==> src/rtl/isdi_pkg.sv <==
// ----------------------------------------------------------------------------
// isdi_pkg
// Types, register indexes and reset values shared by the spring-damper
// integrator, its multiply unit and its checker.
// ----------------------------------------------------------------------------
package isdi_pkg;

	localparam int CFG_IDX_W  = 3;
	localparam int CFG_DATA_W = 31;
	localparam int COEF_W     = 24;
	localparam int KICK_W     = 31;
	localparam int TIME_W     = 16;

	localparam logic [CFG_IDX_W-1:0] REG_LIN_STIFFNESS = 3'd0;
	localparam logic [CFG_IDX_W-1:0] REG_LIN_DAMPING   = 3'd1;
	localparam logic [CFG_IDX_W-1:0] REG_ANG_STIFFNESS = 3'd2;
	localparam logic [CFG_IDX_W-1:0] REG_ANG_DAMPING   = 3'd3;
	localparam logic [CFG_IDX_W-1:0] REG_LIN_KICK      = 3'd4;
	localparam logic [CFG_IDX_W-1:0] REG_ANG_KICK      = 3'd5;
	localparam logic [CFG_IDX_W-1:0] REG_COOLDOWN      = 3'd6;

	localparam logic [COEF_W-1:0] RST_LIN_STIFFNESS = 24'd65829;
	localparam logic [COEF_W-1:0] RST_LIN_DAMPING   = 24'd4023;
	localparam logic [COEF_W-1:0] RST_ANG_STIFFNESS = 24'd110933;
	localparam logic [COEF_W-1:0] RST_ANG_DAMPING   = 24'd7680;
	localparam logic [KICK_W-1:0] RST_LIN_KICK      = 31'd4718592;
	localparam logic [KICK_W-1:0] RST_ANG_KICK      = 31'd19660800;
	localparam logic [TIME_W-1:0] RST_COOLDOWN      = 16'd7209;

	typedef struct packed {
		logic              action;
		logic [TIME_W-1:0] dt;
		logic              fire_request;
	} step_t;

	typedef struct packed {
		logic signed [31:0] pos_offset;
		logic signed [31:0] lin_velocity;
		logic signed [31:0] ang_offset;
		logic signed [31:0] ang_velocity;
		logic               fired;
		logic [15:0]        shot_count;
	} result_t;

	typedef enum logic [2:0] {
		ST_IDLE,
		ST_PREP,
		ST_XK,
		ST_VC,
		ST_AD,
		ST_VD,
		ST_DONE
	} seq_state_t;

	typedef enum logic [1:0] {
		MP_IDLE,
		MP_HI,
		MP_SAT
	} mul_phase_t;

	typedef struct packed {
		logic start;
		logic sh16;
	} mul_req_t;

endpackage

==> src/rtl/isdi_stream_if.sv <==
// ----------------------------------------------------------------------------
// isdi_stream_if
// Valid/ready stream channel carrying one payload beat per handshake.
// ----------------------------------------------------------------------------
interface isdi_stream_if #(
	parameter type T = logic
);
	logic valid;
	logic ready;
	T     data;

	modport source (output valid, output data, input ready);
	modport sink   (input valid, input data, output ready);
endinterface

==> src/rtl/isdi_mul.sv <==
// ----------------------------------------------------------------------------
// isdi_mul
// Shared signed-by-unsigned multiplier: (a * b) >>> 8 or 16, saturated to
// the state width. The signed operand is split in two halves, so one product
// takes a low pass, a high pass and a saturation pass.
// ----------------------------------------------------------------------------
module isdi_mul
	import isdi_pkg::*;
#(
	parameter int W = 32
) (
	input  logic                clk,
	input  logic                arst_n,
	input  mul_req_t            req,
	input  logic signed [W-1:0] op_a,
	input  logic [COEF_W-1:0]   op_b,
	output logic                done,
	output logic signed [W-1:0] res
);

	localparam int LO_W = W / 2;
	localparam int HI_W = W - LO_W;
	localparam int OPW  = HI_W + 1;
	localparam int PW   = OPW + COEF_W + 1;
	localparam int ACCW = W + COEF_W + 1;

	localparam logic signed [ACCW-1:0] SMAX_A = {{(ACCW-W+1){1'b0}}, {(W-1){1'b1}}};
	localparam logic signed [ACCW-1:0] SMIN_A = {{(ACCW-W+1){1'b1}}, {(W-1){1'b0}}};
	localparam logic signed [W-1:0]    SMAX   = {1'b0, {(W-1){1'b1}}};
	localparam logic signed [W-1:0]    SMIN   = {1'b1, {(W-1){1'b0}}};

	mul_phase_t                 phase_q;
	logic signed [HI_W-1:0]     a_q;
	logic [COEF_W-1:0]          b_q;
	logic                       sh16_q;
	logic signed [ACCW-1:0]     acc_q;
	logic                       done_q;
	logic signed [W-1:0]        res_q;

	logic signed [OPW-1:0]      mul_x;
	logic signed [COEF_W:0]     mul_y;
	logic signed [PW-1:0]       prod;
	logic signed [ACCW-1:0]     shifted;

	always_comb begin
		if (phase_q == MP_HI) begin
			mul_x = {a_q[HI_W-1], a_q};
			mul_y = {1'b0, b_q};
		end else begin
			mul_x = {{(OPW-LO_W){1'b0}}, op_a[LO_W-1:0]};
			mul_y = {1'b0, op_b};
		end
		prod    = mul_x * mul_y;
		shifted = sh16_q ? (acc_q >>> 16) : (acc_q >>> 8);
	end

	always_ff @(posedge clk or negedge arst_n) begin
		if (!arst_n) begin
			phase_q <= MP_IDLE;
			done_q  <= 1'b0;
		end else begin
			done_q <= 1'b0;
			case (phase_q)
				MP_IDLE: begin
					if (req.start) phase_q <= MP_HI;
				end
				MP_HI:   phase_q <= MP_SAT;
				MP_SAT: begin
					phase_q <= MP_IDLE;
					done_q  <= 1'b1;
				end
				default: phase_q <= MP_IDLE;
			endcase
		end
	end

	always_ff @(posedge clk) begin
		case (phase_q)
			MP_IDLE: begin
				if (req.start) begin
					a_q    <= op_a[W-1:LO_W];
					b_q    <= op_b;
					sh16_q <= req.sh16;
					acc_q  <= ACCW'(prod);
				end
			end
			MP_HI: acc_q <= acc_q + (ACCW'(prod) <<< LO_W);
			MP_SAT: begin
				if (shifted > SMAX_A)      res_q <= SMAX;
				else if (shifted < SMIN_A) res_q <= SMIN;
				else                       res_q <= shifted[W-1:0];
			end
			default: ;
		endcase
	end

	assign done = done_q;
	assign res  = res_q;

endmodule

==> src/rtl/impulse_spring_damper_integrator.sv <==
// ----------------------------------------------------------------------------
// impulse_spring_damper_integrator
// Linear and angular spring-damper oscillators kicked by shots, with a shot
// cooldown timer, advanced one semi-implicit Euler step per input beat.
//
//   Channel   Direction  Beat contents
//   step      in         action, dt, fire_request
//   result    out        pos_offset, lin_velocity, ang_offset, ang_velocity,
//                        fired, shot_count
//   cfg_*     in         register write: enable, index, data (no handshake)
//
// A step runs through the accepting cycle, the prep state for the timer, kick
// and reset, eight products on the shared multiplier, and the load of the
// result register, which waits while a stalled result still holds it.
// Asynchronous active-low reset loads the register defaults and clears state.
// A stalled result holds in its register; step is taken again once the
// result register is free or being emptied.
// ----------------------------------------------------------------------------
module impulse_spring_damper_integrator
	import isdi_pkg::*;
#(
	parameter int STATE_WIDTH = 32,
	parameter int COUNT_WIDTH = 16
) (
	input  logic                  clk,
	input  logic                  arst_n,
	input  logic                  cfg_we,
	input  logic [CFG_IDX_W-1:0]  cfg_idx,
	input  logic [CFG_DATA_W-1:0] cfg_wdata,
	isdi_stream_if.sink           step,
	isdi_stream_if.source         result
);

	localparam int W  = STATE_WIDTH;
	localparam int KW = ((W > KICK_W) ? W : KICK_W) + 2;

	localparam logic signed [W+1:0] SMAX2 = {3'b000, {(W-1){1'b1}}};
	localparam logic signed [W+1:0] SMIN2 = {3'b111, {(W-1){1'b0}}};
	localparam logic signed [KW-1:0] SMAXK = {{(KW-W+1){1'b0}}, {(W-1){1'b1}}};
	localparam logic signed [KW-1:0] SMINK = {{(KW-W+1){1'b1}}, {(W-1){1'b0}}};
	localparam logic signed [W-1:0] SMAX = {1'b0, {(W-1){1'b1}}};
	localparam logic signed [W-1:0] SMIN = {1'b1, {(W-1){1'b0}}};

	function automatic logic signed [W-1:0] sat2(input logic signed [W+1:0] v);
		if (v > SMAX2)      return SMAX;
		else if (v < SMIN2) return SMIN;
		else                return v[W-1:0];
	endfunction

	function automatic logic signed [W-1:0] satk(input logic signed [KW-1:0] v);
		if (v > SMAXK)      return SMAX;
		else if (v < SMINK) return SMIN;
		else                return v[W-1:0];
	endfunction

	// Configuration registers.
	logic [COEF_W-1:0] lin_k_q, lin_c_q, ang_k_q, ang_c_q;
	logic [KICK_W-1:0] lin_kick_q, ang_kick_q;
	logic [TIME_W-1:0] cooldown_q;

	// Oscillator and shot state.
	logic signed [W-1:0]    pos_q, vel_q, ang_q, rate_q;
	logic [TIME_W-1:0]      timer_q;
	logic [COUNT_WIDTH-1:0] shots_q;
	logic                   fired_q;

	// Sequencer and scratch values.
	seq_state_t          state_q, state_d;
	logic                osc_q;
	logic                start_q, start_d;
	step_t               step_q;
	logic signed [W-1:0] p1_q, acc_a_q;

	result_t out_q;
	logic    out_valid_q;
	logic    out_free;
	logic    out_load;

	mul_req_t            mreq;
	logic signed [W-1:0] m_a;
	logic [COEF_W-1:0]   m_b;
	logic                m_done;
	logic signed [W-1:0] m_res;

	// Prep cycle terms and the selected oscillator's position and velocity.
	logic [TIME_W-1:0]   timer_dec;
	logic                fire_now;
	logic signed [W-1:0] vel_kicked, rate_kicked;
	logic signed [W-1:0] cur_x, cur_v;

	isdi_mul #(.W(W)) u_mul (
		.clk   (clk),
		.arst_n(arst_n),
		.req   (mreq),
		.op_a  (m_a),
		.op_b  (m_b),
		.done  (m_done),
		.res   (m_res)
	);

	always_ff @(posedge clk or negedge arst_n) begin
		if (!arst_n) begin
			lin_k_q    <= RST_LIN_STIFFNESS;
			lin_c_q    <= RST_LIN_DAMPING;
			ang_k_q    <= RST_ANG_STIFFNESS;
			ang_c_q    <= RST_ANG_DAMPING;
			lin_kick_q <= RST_LIN_KICK;
			ang_kick_q <= RST_ANG_KICK;
			cooldown_q <= RST_COOLDOWN;
		end else if (cfg_we) begin
			case (cfg_idx)
				REG_LIN_STIFFNESS: lin_k_q    <= cfg_wdata[COEF_W-1:0];
				REG_LIN_DAMPING:   lin_c_q    <= cfg_wdata[COEF_W-1:0];
				REG_ANG_STIFFNESS: ang_k_q    <= cfg_wdata[COEF_W-1:0];
				REG_ANG_DAMPING:   ang_c_q    <= cfg_wdata[COEF_W-1:0];
				REG_LIN_KICK:      lin_kick_q <= cfg_wdata[KICK_W-1:0];
				REG_ANG_KICK:      ang_kick_q <= cfg_wdata[KICK_W-1:0];
				REG_COOLDOWN:      cooldown_q <= cfg_wdata[TIME_W-1:0];
				default: ;
			endcase
		end
	end

	// Next state.
	always_comb begin
		state_d = state_q;
		case (state_q)
			ST_IDLE: if (step.valid) state_d = ST_PREP;
			ST_PREP: state_d = ST_XK;
			ST_XK:   if (m_done) state_d = ST_VC;
			ST_VC:   if (m_done) state_d = ST_AD;
			ST_AD:   if (m_done) state_d = ST_VD;
			ST_VD:   if (m_done) state_d = osc_q ? ST_DONE : ST_XK;
			ST_DONE: if (out_free) state_d = ST_IDLE;
			default: state_d = ST_IDLE;
		endcase
	end

	// Outputs of the sequencer: handshakes and multiplier operands.
	always_comb begin
		out_free = !out_valid_q || result.ready;
		out_load = (state_q == ST_DONE) && out_free;
		step.ready = (state_q == ST_IDLE);
		start_d = (state_d != state_q) &&
			(state_d == ST_XK || state_d == ST_VC || state_d == ST_AD || state_d == ST_VD);
		cur_x = osc_q ? ang_q : pos_q;
		cur_v = osc_q ? rate_q : vel_q;
		mreq.start = start_q;
		mreq.sh16  = 1'b0;
		m_a = cur_x;
		m_b = osc_q ? ang_k_q : lin_k_q;
		case (state_q)
			ST_VC: begin
				m_a = cur_v;
				m_b = osc_q ? ang_c_q : lin_c_q;
			end
			ST_AD: begin
				m_a = acc_a_q;
				m_b = {{(COEF_W-TIME_W){1'b0}}, step_q.dt};
				mreq.sh16 = 1'b1;
			end
			ST_VD: begin
				m_a = cur_v;
				m_b = {{(COEF_W-TIME_W){1'b0}}, step_q.dt};
				mreq.sh16 = 1'b1;
			end
			default: ;
		endcase
	end

	always_comb begin
		timer_dec   = (timer_q > step_q.dt) ? (timer_q - step_q.dt) : '0;
		fire_now    = step_q.fire_request && (timer_dec == '0);
		vel_kicked  = satk(KW'(vel_q) - $signed({{(KW-KICK_W){1'b0}}, lin_kick_q}));
		rate_kicked = satk(KW'(rate_q) - $signed({{(KW-KICK_W){1'b0}}, ang_kick_q}));
	end

	always_ff @(posedge clk or negedge arst_n) begin
		if (!arst_n) begin
			state_q <= ST_IDLE;
			start_q <= 1'b0;
			osc_q   <= 1'b0;
			pos_q   <= '0;
			vel_q   <= '0;
			ang_q   <= '0;
			rate_q  <= '0;
			timer_q <= '0;
			shots_q <= '0;
			fired_q <= 1'b0;
		end else begin
			state_q <= state_d;
			start_q <= start_d;
			case (state_q)
				ST_PREP: begin
					osc_q   <= 1'b0;
					fired_q <= fire_now;
					timer_q <= fire_now ? cooldown_q : timer_dec;
					if (step_q.action) begin
						pos_q   <= '0;
						vel_q   <= '0;
						ang_q   <= '0;
						rate_q  <= '0;
						shots_q <= '0;
					end else if (fire_now) begin
						vel_q  <= vel_kicked;
						rate_q <= rate_kicked;
						if (shots_q != '1) shots_q <= shots_q + 1'b1;
					end
				end
				ST_AD: begin
					if (m_done) begin
						if (osc_q) rate_q <= sat2((W+2)'(rate_q) + (W+2)'(m_res));
						else       vel_q  <= sat2((W+2)'(vel_q) + (W+2)'(m_res));
					end
				end
				ST_VD: begin
					if (m_done) begin
						if (osc_q) ang_q <= sat2((W+2)'(ang_q) + (W+2)'(m_res));
						else       pos_q <= sat2((W+2)'(pos_q) + (W+2)'(m_res));
						osc_q <= 1'b1;
					end
				end
				default: ;
			endcase
		end
	end

	// Scratch products; a = -(k*x) - (c*v) is formed as the second one lands.
	always_ff @(posedge clk) begin
		if (step.valid && step.ready) step_q <= step.data;
		if (m_done && state_q == ST_XK) p1_q <= m_res;
		if (m_done && state_q == ST_VC) acc_a_q <= sat2(-(W+2)'(p1_q) - (W+2)'(m_res));
	end

	always_ff @(posedge clk or negedge arst_n) begin
		if (!arst_n) begin
			out_valid_q <= 1'b0;
		end else if (out_load) begin
			out_valid_q <= 1'b1;
		end else if (result.ready) begin
			out_valid_q <= 1'b0;
		end
	end

	always_ff @(posedge clk) begin
		if (out_load) begin
			out_q.pos_offset   <= 32'(pos_q);
			out_q.lin_velocity <= 32'(vel_q);
			out_q.ang_offset   <= 32'(ang_q);
			out_q.ang_velocity <= 32'(rate_q);
			out_q.fired        <= fired_q;
			out_q.shot_count   <= 16'(shots_q);
		end
	end

	assign result.valid = out_valid_q;
	assign result.data  = out_q;

endmodule

==> src/flat_wrapper.sv <==
// flat-port wrapper written by rule: the top's interface ports become plain ports
module impulse_spring_damper_integrator_flat import isdi_pkg::*;
#(
	parameter int STATE_WIDTH = 32,
	parameter int COUNT_WIDTH = 16
)
  (clk, arst_n, cfg_we, cfg_idx, cfg_wdata, step_valid, step_data, step_ready, result_valid, result_data, result_ready);
  isdi_stream_if step_i ();
  isdi_stream_if result_i ();
  input  logic clk;
  input  logic arst_n;
  input  logic cfg_we;
  input  logic [CFG_IDX_W-1:0] cfg_idx;
  input  logic [CFG_DATA_W-1:0] cfg_wdata;
  input wire logic [$bits(step_i.valid)-1:0] step_valid;
  input wire logic [$bits(step_i.data)-1:0] step_data;
  output wire logic [$bits(step_i.ready)-1:0] step_ready;
  output wire logic [$bits(result_i.valid)-1:0] result_valid;
  output wire logic [$bits(result_i.data)-1:0] result_data;
  input wire logic [$bits(result_i.ready)-1:0] result_ready;
  assign step_i.valid = step_valid;
  assign step_i.data = step_data;
  assign step_ready = step_i.ready;
  assign result_valid = result_i.valid;
  assign result_data = result_i.data;
  assign result_i.ready = result_ready;
  impulse_spring_damper_integrator #(.STATE_WIDTH(STATE_WIDTH), .COUNT_WIDTH(COUNT_WIDTH)) u_core (.clk(clk), .arst_n(arst_n), .cfg_we(cfg_we), .cfg_idx(cfg_idx), .cfg_wdata(cfg_wdata), .step(step_i), .result(result_i));
endmodule
==> config.mk <==
export PLATFORM = sky130hd
export DESIGN_NAME = impulse_spring_damper_integrator_flat
export DESIGN_NICKNAME = d
export VERILOG_FILES = /design/src/rtl/isdi_pkg.sv /design/src/rtl/isdi_stream_if.sv /design/src/rtl/isdi_mul.sv /design/src/rtl/impulse_spring_damper_integrator.sv /design/src/flat_wrapper.sv
export SDC_FILE = /design/constraint.sdc
export NUM_CORES = 1
export LEC_CHECK = 0
export BUFFER_PORTS_ARGS = -buffer_cell sky130_fd_sc_hd__buf_2
export CAP_MARGIN = 15
export CORE_MARGIN = 1.5
export CORE_UTILIZATION = 50
export CTS_BUF_LIST = sky130_fd_sc_hd__clkbuf_8
export DETAILED_ROUTE_END_ITERATION = 12
export PLACE_DENSITY = 0.75
export REMOVE_ABC_BUFFERS = 1
export SYNTH_ARGS = -nofsm -noshare
export SYNTH_HDL_FRONTEND = slang
export SYNTH_SLANG_ARGS = --single-unit
==> constraint.sdc <==
create_clock -name clk -period 1.5 [get_ports clk]
set_input_delay 0.3 -clock clk [delete_from_list [all_inputs] [get_ports clk]]
set_output_delay 0.3 -clock clk [all_outputs]
set_load 0.05 [all_outputs]
After elaboration in Yosys (flattened, before gate mapping)
Index checks and enable logic that the tools add are counted.
Storage, ports and cells
  bits in registers: 59
  logic and storage cells: 66
  output and inout port bits: 3
Operators by class
  add/sub/neg operators: 1
  muxes and demuxes: 19
  equal/unequal tests: 17
  reduce and logical (&&, ||, !) cells: 17
  $lt $le $gt $ge: 1
Operators by type and width (count)
  $mux 16: 4
  $mux 3: 7
  $pmux 3 s7: 1
  $eq 3x3->1 const B: 6
  $add 16x1->16 const B: 1
  $gt 16x1->1 const B: 1
  $logic_not 16->1: 1
  $ne 16x16->1 const B: 1
  $eq 3x2->1 const B: 4
  $logic_and 1x1->1: 4
  $logic_or 1x1->1: 4
  $mux 1: 4
  $pmux 2 s2: 1
  $reduce_and 2->1: 2
  $reduce_bool 2->1: 2
  $eq 3x1->1 const B: 1
  $logic_not 3->1: 1
  $ne 3x3->1: 1
  $reduce_and 3->1: 1
  $eq 2x1->1 const B: 1
  $eq 2x2->1 const B: 1
  $logic_not 2->1: 1
  $mux 2: 1
  $ne 2x1->1 const B: 1
  other kinds (3): 3

Depth between registers and ports, before layout
Gate-level depths: netlist (run 1).
  depth after elaboration: 9
  mapped depth: 7
  gate-level depth less buffers: 6

Hierarchy
Synthesis (run 1) repeated with hierarchy kept, for this count alone.
Second synthesis, totals
  cells, all modules: 5682
  area total of the unflattened synthesis: 51197.9 um^2
By module, submodules not included
  impulse_spring_damper_integrator: cells each 3411, instances 1, area each 30545.5 um^2, seq. area each 10540.1 um^2
  isdi_mul: cells each 2271, instances 1, area each 20652.3 um^2, seq. area each 3738.6 um^2

Least setup slack after synthesis (run 1)
OpenSTA, ideal clock, no wires.
  path type: reg-to-reg
  from: register u_core.state_q[1]
  to: register u_core.step_q[0] in the netlist's numbering, enable pin
  path slack: -0.764 ns
  library setup time: 0.299 ns
  buffers on the path: 1
  data required time: 1.201 ns
  cell stages (with the launch flop): 4
  arrival time: 1.965 ns
  path through: dfrtp_1 clkbuf_1 nor3_1 and2_1
Between the ends
  word-level cells in the longest chain between the ends: 2
Ends and longest elaborated chain
  start, declared: line impulse_spring_damper_integrator.sv:68  | seq_state_t state_q, state_d;
  start signal, assigned: line impulse_spring_damper_integrator.sv:191  | state_q <= state_d;
  $logic_not 3->1: line impulse_spring_damper_integrator.sv:143  | step.ready = (state_q == ST_IDLE);
  net step_ready: line flat_wrapper.sv:17  | output wire logic [$bits(step_i.ready)-1:0] step_ready;
  $logic_and 1x1->1: line impulse_spring_damper_integrator.sv:230  | if (step.valid && step.ready) step_q <= step.data;
  end signal, assigned: line impulse_spring_damper_integrator.sv:230
  end, declared: line impulse_spring_damper_integrator.sv:71  | step_t step_q;
The timed path passes the listed nets, and every way through them passes these cells.
A chain may end at the register's enable or synchronous reset.

Final worst setup path (run 1)
  from: register u_core.timer_q[4]
  to: register u_core.shots_q[1]
Between the ends
  word-level cells in the longest chain between the ends: 5
Ends and longest elaborated chain
  start, declared: line impulse_spring_damper_integrator.sv:63  | logic [TIME_W-1:0] timer_q;
  start signal, assigned: line impulse_spring_damper_integrator.sv:197  | timer_q <= fire_now ? cooldown_q : timer_dec;
  $gt 16x1->1: line impulse_spring_damper_integrator.sv:172  | timer_dec = (timer_q > step_q.dt) ? (timer_q - step_q.dt) : '0;
  $mux 16 *: line impulse_spring_damper_integrator.sv:172
  $logic_not 16->1 *: line impulse_spring_damper_integrator.sv:173  | fire_now = step_q.fire_request && (timer_dec == '0);
  $logic_and 1x1->1 *: line impulse_spring_damper_integrator.sv:173
  $reduce_and 3->1 (no line) *
  end signal, assigned: line impulse_spring_damper_integrator.sv:207  | if (shots_q != '1) shots_q <= shots_q + 1'b1;
  end, declared: line impulse_spring_damper_integrator.sv:64  | logic [COUNT_WIDTH-1:0] shots_q;
Mark *: on every way between the ends. The rest lies on a longest branch, timed or not.

==> impl_metrics.py, run 1 <==
metrics = {
    "die": {
        "top_level_ports": 43,
        "die_width_um": 73.09,
        "std_cell_rows": 25,
        "die_height_um": 73.09,
        "die_area_um2": 5341,
        "floorplan.core_area_um2": 4723,
        "initial_core_util": 0.5200,
    },
    "grt": {
        "gr_ovfl_total": 0,
        "gr-usage-all-layers": 0.1938,
        "grt_pass1_vias": 1761,
        "initial_antenna_violation_count": 0,
        "grt_pass1_wl_um": 7665,
        "largest_net_degree_at_the_start_of_global_routing": 58,
    },
    "final_layout": {
        "mostFrequentLayoutCell": "dfrtp_1",
        "num_antenna_cells": 0,
        "final_layout_net_count": 308,
        "finish.cell_count_without_fillers": 339,
        "areaGrowthSynthToFinish_pct": 33.83,
        "drive_gt1_frac": 0.4412,
        "layout_common_cells": "dfrtp_1 (51), buf_4 (31), buf_2 (26)",
    },
    "synthesis": {
        "synth.yosys.seq_area_share": 0.6083,
        "synthesis.area_um2": 2456,
        "post_synth_inst_count": 195,
        "synth_warnings": 0,
        "ys_seq_elements": 59,
        "synthFlopType": "dfrtp_1",
        "number_of_enable_flip_flop_cells_after_synthesis": 2,
        "async_reset_ff_frac": 0.9661,
        "syn_avg_cell_area_um2": 12.60,
        "post_synth_num_cell_types": 37,
    },
    "routing": {
        "routed_wire_length_per_instance_um": 13.97,
        "via_per_inst": 5.209,
        "residual_drc": 0,
        "antenna_left": 0,
        "finalWirelength_um": 4737,
        "drt_pre_antenna_iters": 5,
        "via_total_after_detailed_routing": 1766,
        "first_iter_violations": 94,
    },
    "sta": {
        "tightest_slew_ps": 391.7,
        "final.setup.worst_slack_ps": -243.8,
        "finalCritPeriodShare": 1.163,
        "finalMaxSlewViolations": 0,
        "period_needed_ps": 1744,
        "clock-skew-final_ps": 3.424,
        "setup_viol": 30,
        "final_hold_vios": 0,
        "slew_headroom": 0.7379,
        "clock.fmax_ghz": 0.5735,
        "rsz0062_at_grt": "yes",
    },
    "outcome": {
        "run_status": "complete, but fails checks",
        "violations": "setup timing",
    },
    "place": {
        "post-dp-hpwl_um": 2857,
        "gpl.final_weighted_congestion": 0.7928,
        "port_buf_inserts": 27,
        "place.detailed.instances": 315,
    },
    "critical_path": {
        "worstSetupEndpointType": "flop",
        "crit_path_max_fanout": 6,
        "critPathArrivalTime_ps": 1960,
        "critical_path.startpoint_type": "flop",
        "timing.setup.critical_path_class": "reg2reg",
        "worst_ep_required_time_ps": 1710,
        "reg2reg_slack_ps": -240,
    },
    "clocking": {
        "clk_transition_reported_paths_ps": 60,
        "clk_path_buf_depth": 2,
        "cts.root.buffer_cell": "clkbuf_8",
        "cts.htree.levels": 3,
        "tritoncts": "yes",
        "cts.sinks": 59,
        "cts_made_buffers": 9,
        "clock_latency_ps": 330,
    },
    "pwr": {
        "static-leakage-power_nw": 1.648,
        "power.density_cell_area_nw_per_um2": 1511,
        "power_mw": 4.967,
        "vdd_ir_drop_max_mv": 1.217,
    },
    "job": {
        "max_capacitance_violation_count": 0,
    },
    "min_path": {
        "worst_hold_path_type": "in2reg",
    },
}
## path summary, 6_finish.rpt
path                                               from                    to  cells past startpoint
max in group asynchronous                        arst_n  u_core.cooldown_q[0]                      3
worst min register to register  u_core.u_mul.phase_q[0]     u_core.u_mul.done                      1
worst max-delay path                  u_core.timer_q[4]     u_core.shots_q[1]                      5
worst max register to register        u_core.timer_q[4]     u_core.shots_q[1]                      5
worst min-delay path                          step_data      u_core.step_q[0]                      1
min in group asynchronous                        arst_n     u_core.shots_q[3]                      3
## critical path: stages (launching register included)
cell,delay (ps)
dfrtp_1,410
nor4_4,310
nand3_1,120
a211oi_2,270
buf_4,200
mux2_4,300
## layer usage
layer,wire length (µm),track usage,up-vias
li1,-,-,843
met5,0,0,-
met2,2361,0.3081,38
met4,110,0.1048,0
met1,2092,0.2380,873
met3,172,0.05663,12
## cells by family after synthesis
logic type / synth area share
fa+ha+maj: 0.005093
buf+inv: 0.02037
compound gates: 0.08406
flops: 0.6083
mux: 0.08711
simple gates: 0.1452
xor+xnor: 0.04992
## stage by stage
stage / area (µm²) / hold slack [ps] / TNS (ps) / util / setup slack (ps)
after floorplan: 2421 / 4.409 / -10300 / - / -708.0
after global placement: 2893 / 323.4 / -1492 / 0.6125 / -190.0
after detailed placement: 2893 / 320.6 / -2480 / 0.6125 / -248.4
after CTS: 3219 / 128.2 / -1967 / 0.6816 / -173.0
after global routing: 3287 / 132.4 / -5850 / 0.6959 / -291.7
final: 3287 / 140.9 / -2765 / 0.6959 / -243.8
## registers in the layout, indices dropped and copies added (netlist names)
name / flops
u_core.result.valid: 1
u_core.step_q: 1
u_core.shots_q: 16
u_core.result.data: 1
u_core.timer_q: 16
u_core.u_mul.done: 1
u_core.cooldown_q: 16
u_core.start_q: 1
u_core.state_q: 3
u_core.osc_q: 1
u_core.u_mul.phase_q: 2
## cell usage after synthesis (4+ instances only)
cell     instances  area [µm²]
a21o_1          15       112.6
nor2_1          10       37.54
mux2_2          19       214.0
nand4_1         11       68.82
o21ai_0          6       30.03
nand3_1          8       40.04
dfstp_2          6       157.7
a21oi_1          4       20.02
inv_1            4       15.01
xnor2_1         12       105.1
dfrtp_1         51        1276
and3_1           4       25.02
nand2_1         10       37.54
## repair_timing
action,in CTS,in global routing
hold buffers,1,0
cloned,0,1
pin swaps,24,13
endpoints found under the setup margin,33,33
setup buffers,5,2
gates resized for setup,16,8
hold endpoints to repair,51,0
## layout make-up
cell class	count	area [µm²]
flip-flops and latches	59	1494
fillers	320	1436
multi-input cells	126	978.4
repair buffers	67	505.5
clock buffers	15	206.4
well taps	67	83.83
inverters	4	15.01
clock inverters	1	3.754
## power by group
part | internal (mW) | switching [mW] | leakage, nW | total [mW]
clock | 0.865 | 0.572 | 0.113 | 1.44
combinational | 0.710 | 0.591 | 0.781 | 1.30
sequential | 1.98 | 0.253 | 0.754 | 2.23
Power figures use the tool's default switching activity.
==> run 2, diff against run 1 <==
--- a/config.mk
+++ b/config.mk
@@ -8,10 +8,9 @@
 export BUFFER_PORTS_ARGS = -buffer_cell sky130_fd_sc_hd__buf_2
 export CAP_MARGIN = 15
 export CORE_MARGIN = 1.5
-export CORE_UTILIZATION = 50
+export CORE_UTILIZATION = 35
 export CTS_BUF_LIST = sky130_fd_sc_hd__clkbuf_8
 export DETAILED_ROUTE_END_ITERATION = 12
-export PLACE_DENSITY = 0.75
 export REMOVE_ABC_BUFFERS = 1
 export SYNTH_ARGS = -nofsm -noshare
 export SYNTH_HDL_FRONTEND = slang
==> run 2 against run 1 <==
Effect of this change: the flow still finishes with violations (setup timing); sequential cell count did not move; setup slack improved by 28 ps; hold slack got worse by 8.3 ps; critical path depth did not move; non-clock buffer count is 1 lower; power rose by 0.71%; register-to-register slack improved by 30 ps; sequential share of layout area decreased by 0.086 points; combinational power hardly changed; maximum frequency increased by 1.6%; critical path type unchanged; largest cell class unchanged; largest power group unchanged; highest routed layer unchanged.
==> impl_metrics.py, run 2 (synthesis gave the netlist of run 1 again) <==
metrics = {
    "job": {
        "max_capacitance_violation_count": 0,
    },
    "place": {
        "dp_area_um2": 2949,
        "gpl.final_weighted_congestion": 0.7839,
        "port_buf_inserts": 27,
        "post-dp-hpwl_um": 2923,
    },
    "final_layout": {
        "areaGrowthSynthToFinish_pct": 34.08,
        "mostFrequentLayoutCell": "dfrtp_1",
        "filler_cell_count": 636,
        "final_layout_net_count": 307,
        "drive_gt1_frac": 0.4280,
        "layout_common_cells": "dfrtp_1 (51), buf_4 (29), buf_2 (26)",
        "num_antenna_cells": 0,
        "final_area_um2": 3293,
        "largest_registers": "u_core.cooldown_q: 16 flops, u_core.shots_q: 16 flops, u_core.timer_q: 16 flops",
    },
    "routing": {
        "residual_drc": 0,
        "first_iter_violations": 125,
        "via_total_after_detailed_routing": 1725,
        "antenna_left": 0,
        "met1_length_um": 2070,
        "via_per_inst": 4.700,
        "met2_wirelength_um": 2292,
        "wl_met3_um": 171,
        "routed_wire_length_per_instance_um": 12.57,
        "topRoutingLayerUsed": "met4",
        "drt_pre_antenna_iters": 7,
        "finalWirelength_um": 4615,
    },
    "outcome": {
        "run_status": "complete, but fails checks",
        "violations": "setup timing",
    },
    "pwr": {
        "static-leakage-power_nw": 1.632,
        "vdd_ir_drop_max_mv": 0.8368,
        "power.density_cell_area_nw_per_um2": 1519,
        "power_mw": 5.003,
    },
    "clocking": {
        "clock_latency_ps": 340,
        "cts.root.buffer_cell": "clkbuf_8",
        "cts_made_buffers": 9,
        "clk_path_buf_depth": 2,
        "tritoncts": "yes",
        "cts.sinks": 59,
        "clk_transition_reported_paths_ps": 70,
        "cts.htree.levels": 3,
    },
    "critical_path": {
        "worstSetupEndpointType": "flop",
        "crit_path_max_fanout": 3,
        "worst_ep_required_time_ps": 1720,
        "critical_path.startpoint_type": "flop",
        "timing.setup.critical_path_class": "reg2reg",
        "critPathArrivalTime_ps": 1940,
    },
    "sta": {
        "setup_viol": 22,
        "finalCritPeriodShare": 1.144,
        "rsz0062_at_grt": "yes",
        "period_needed_ps": 1716,
        "final_hold_vios": 0,
        "final.setup.worst_slack_ps": -216.0,
        "fin_setup_tns_ps": -2499,
        "finalMaxSlewViolations": 0,
        "clock-skew-final_ps": 6.809,
        "clock.fmax_ghz": 0.5828,
        "tightest_slew_ps": 400.6,
        "slew_headroom": 0.7309,
    },
    "die": {
        "die_width_um": 86.77,
        "initial_core_util": 0.3615,
        "top_level_ports": 43,
        "die_height_um": 86.77,
        "floorplan.core_area_um2": 6794,
        "die_area_um2": 7529,
        "std_cell_rows": 30,
    },
    "grt": {
        "initial_antenna_violation_count": 0,
        "grt_pass1_wl_um": 7990,
        "gr-usage-all-layers": 0.1411,
        "gr_ovfl_total": 0,
        "grt_pass1_vias": 1758,
        "largest_net_degree_at_the_start_of_global_routing": 58,
    },
    "min_path": {
        "worst_hold_path_type": "in2reg",
    },
}
[run 2: cell types whose count changed in the layout (fill, tap and decap cells not counted), moves of 2 or more]
cell      delta
buf_6        +2
inv_1        +2
clkbuf_8     -4
buf_4        -2
[run 2: final cells by class]
| class | instances | area (µm²) | share of cell area |
|---|---|---|---|
| well taps | 96 | 120.1 | 0.03647 |
| inverters | 4 | 15.01 | 0.004559 |
| clock inverters | 5 | 46.29 | 0.01406 |
| multi-input cells | 126 | 978.4 | 0.2971 |
| clock buffers | 11 | 151.4 | 0.04597 |
| repair buffers | 66 | 488.0 | 0.1482 |
| flip-flops and latches | 59 | 1494 | 0.4536 |
[run 2: timing repair]
item                                   in CTS  in global routing
gates resized for setup                    17                  7
gates cloned                                1                  0
buffers inserted                            3                  2
hold buffers                                1                  0
setup endpoints to repair                  25                 33
endpoints found under the hold margin      51                  0
pin swaps                                   9                 22
[run 2: per-stage QoR]
stage                 util  setup WS (ps)  std cells  hold WS (ps)
floorplan                -         -708.0        189         4.409
global placement    0.4341         -196.8        345         321.1
detailed placement  0.4341         -246.0        345         324.6
CTS                 0.4783         -208.1        365         118.2
global route        0.4847         -300.7        367         111.2
finish              0.4847         -216.0        367         132.6
[run 2: where the power goes]
part	switching [mW]	internal [mW]	total (mW)
sequential	0.256	1.98	2.23
combinational	0.590	0.735	1.32
clock	0.608	0.837	1.44
total	1.45	3.55	5.00
[run 2: worst paths after layout]
path / start / to / slack (ps) / cells after the start
setup / recovery: u_core.timer_q[15] / u_core.shots_q[6] / -220 / 5
hold / removal: step_data / u_core.step_q[0] / 130 / 1
setup reg to reg: u_core.timer_q[15] / u_core.shots_q[6] / -220 / 5
hold reg to reg: u_core.u_mul.phase_q[0] / u_core.u_mul.done / 440 / 1
max in group asynchronous: arst_n / u_core.cooldown_q[5] / 720 / 3
min in group asynchronous: arst_n / u_core.timer_q[14] / 490 / 3
[run 2: routing by layer]
metal  vias up  GRT usage
li1        845          -
met1       837     0.1747
met2        33     0.2244
met3        10    0.04381
met4         0    0.06891
met5         -          0
[run 2: worst max-delay path, cell delays in order (launching register included)]
cell and delay, ps:
dfrtp_1 430, nor4bb_2 320, nand4_1 140, nor2_2 200
and4_1 220, mux2_4 300
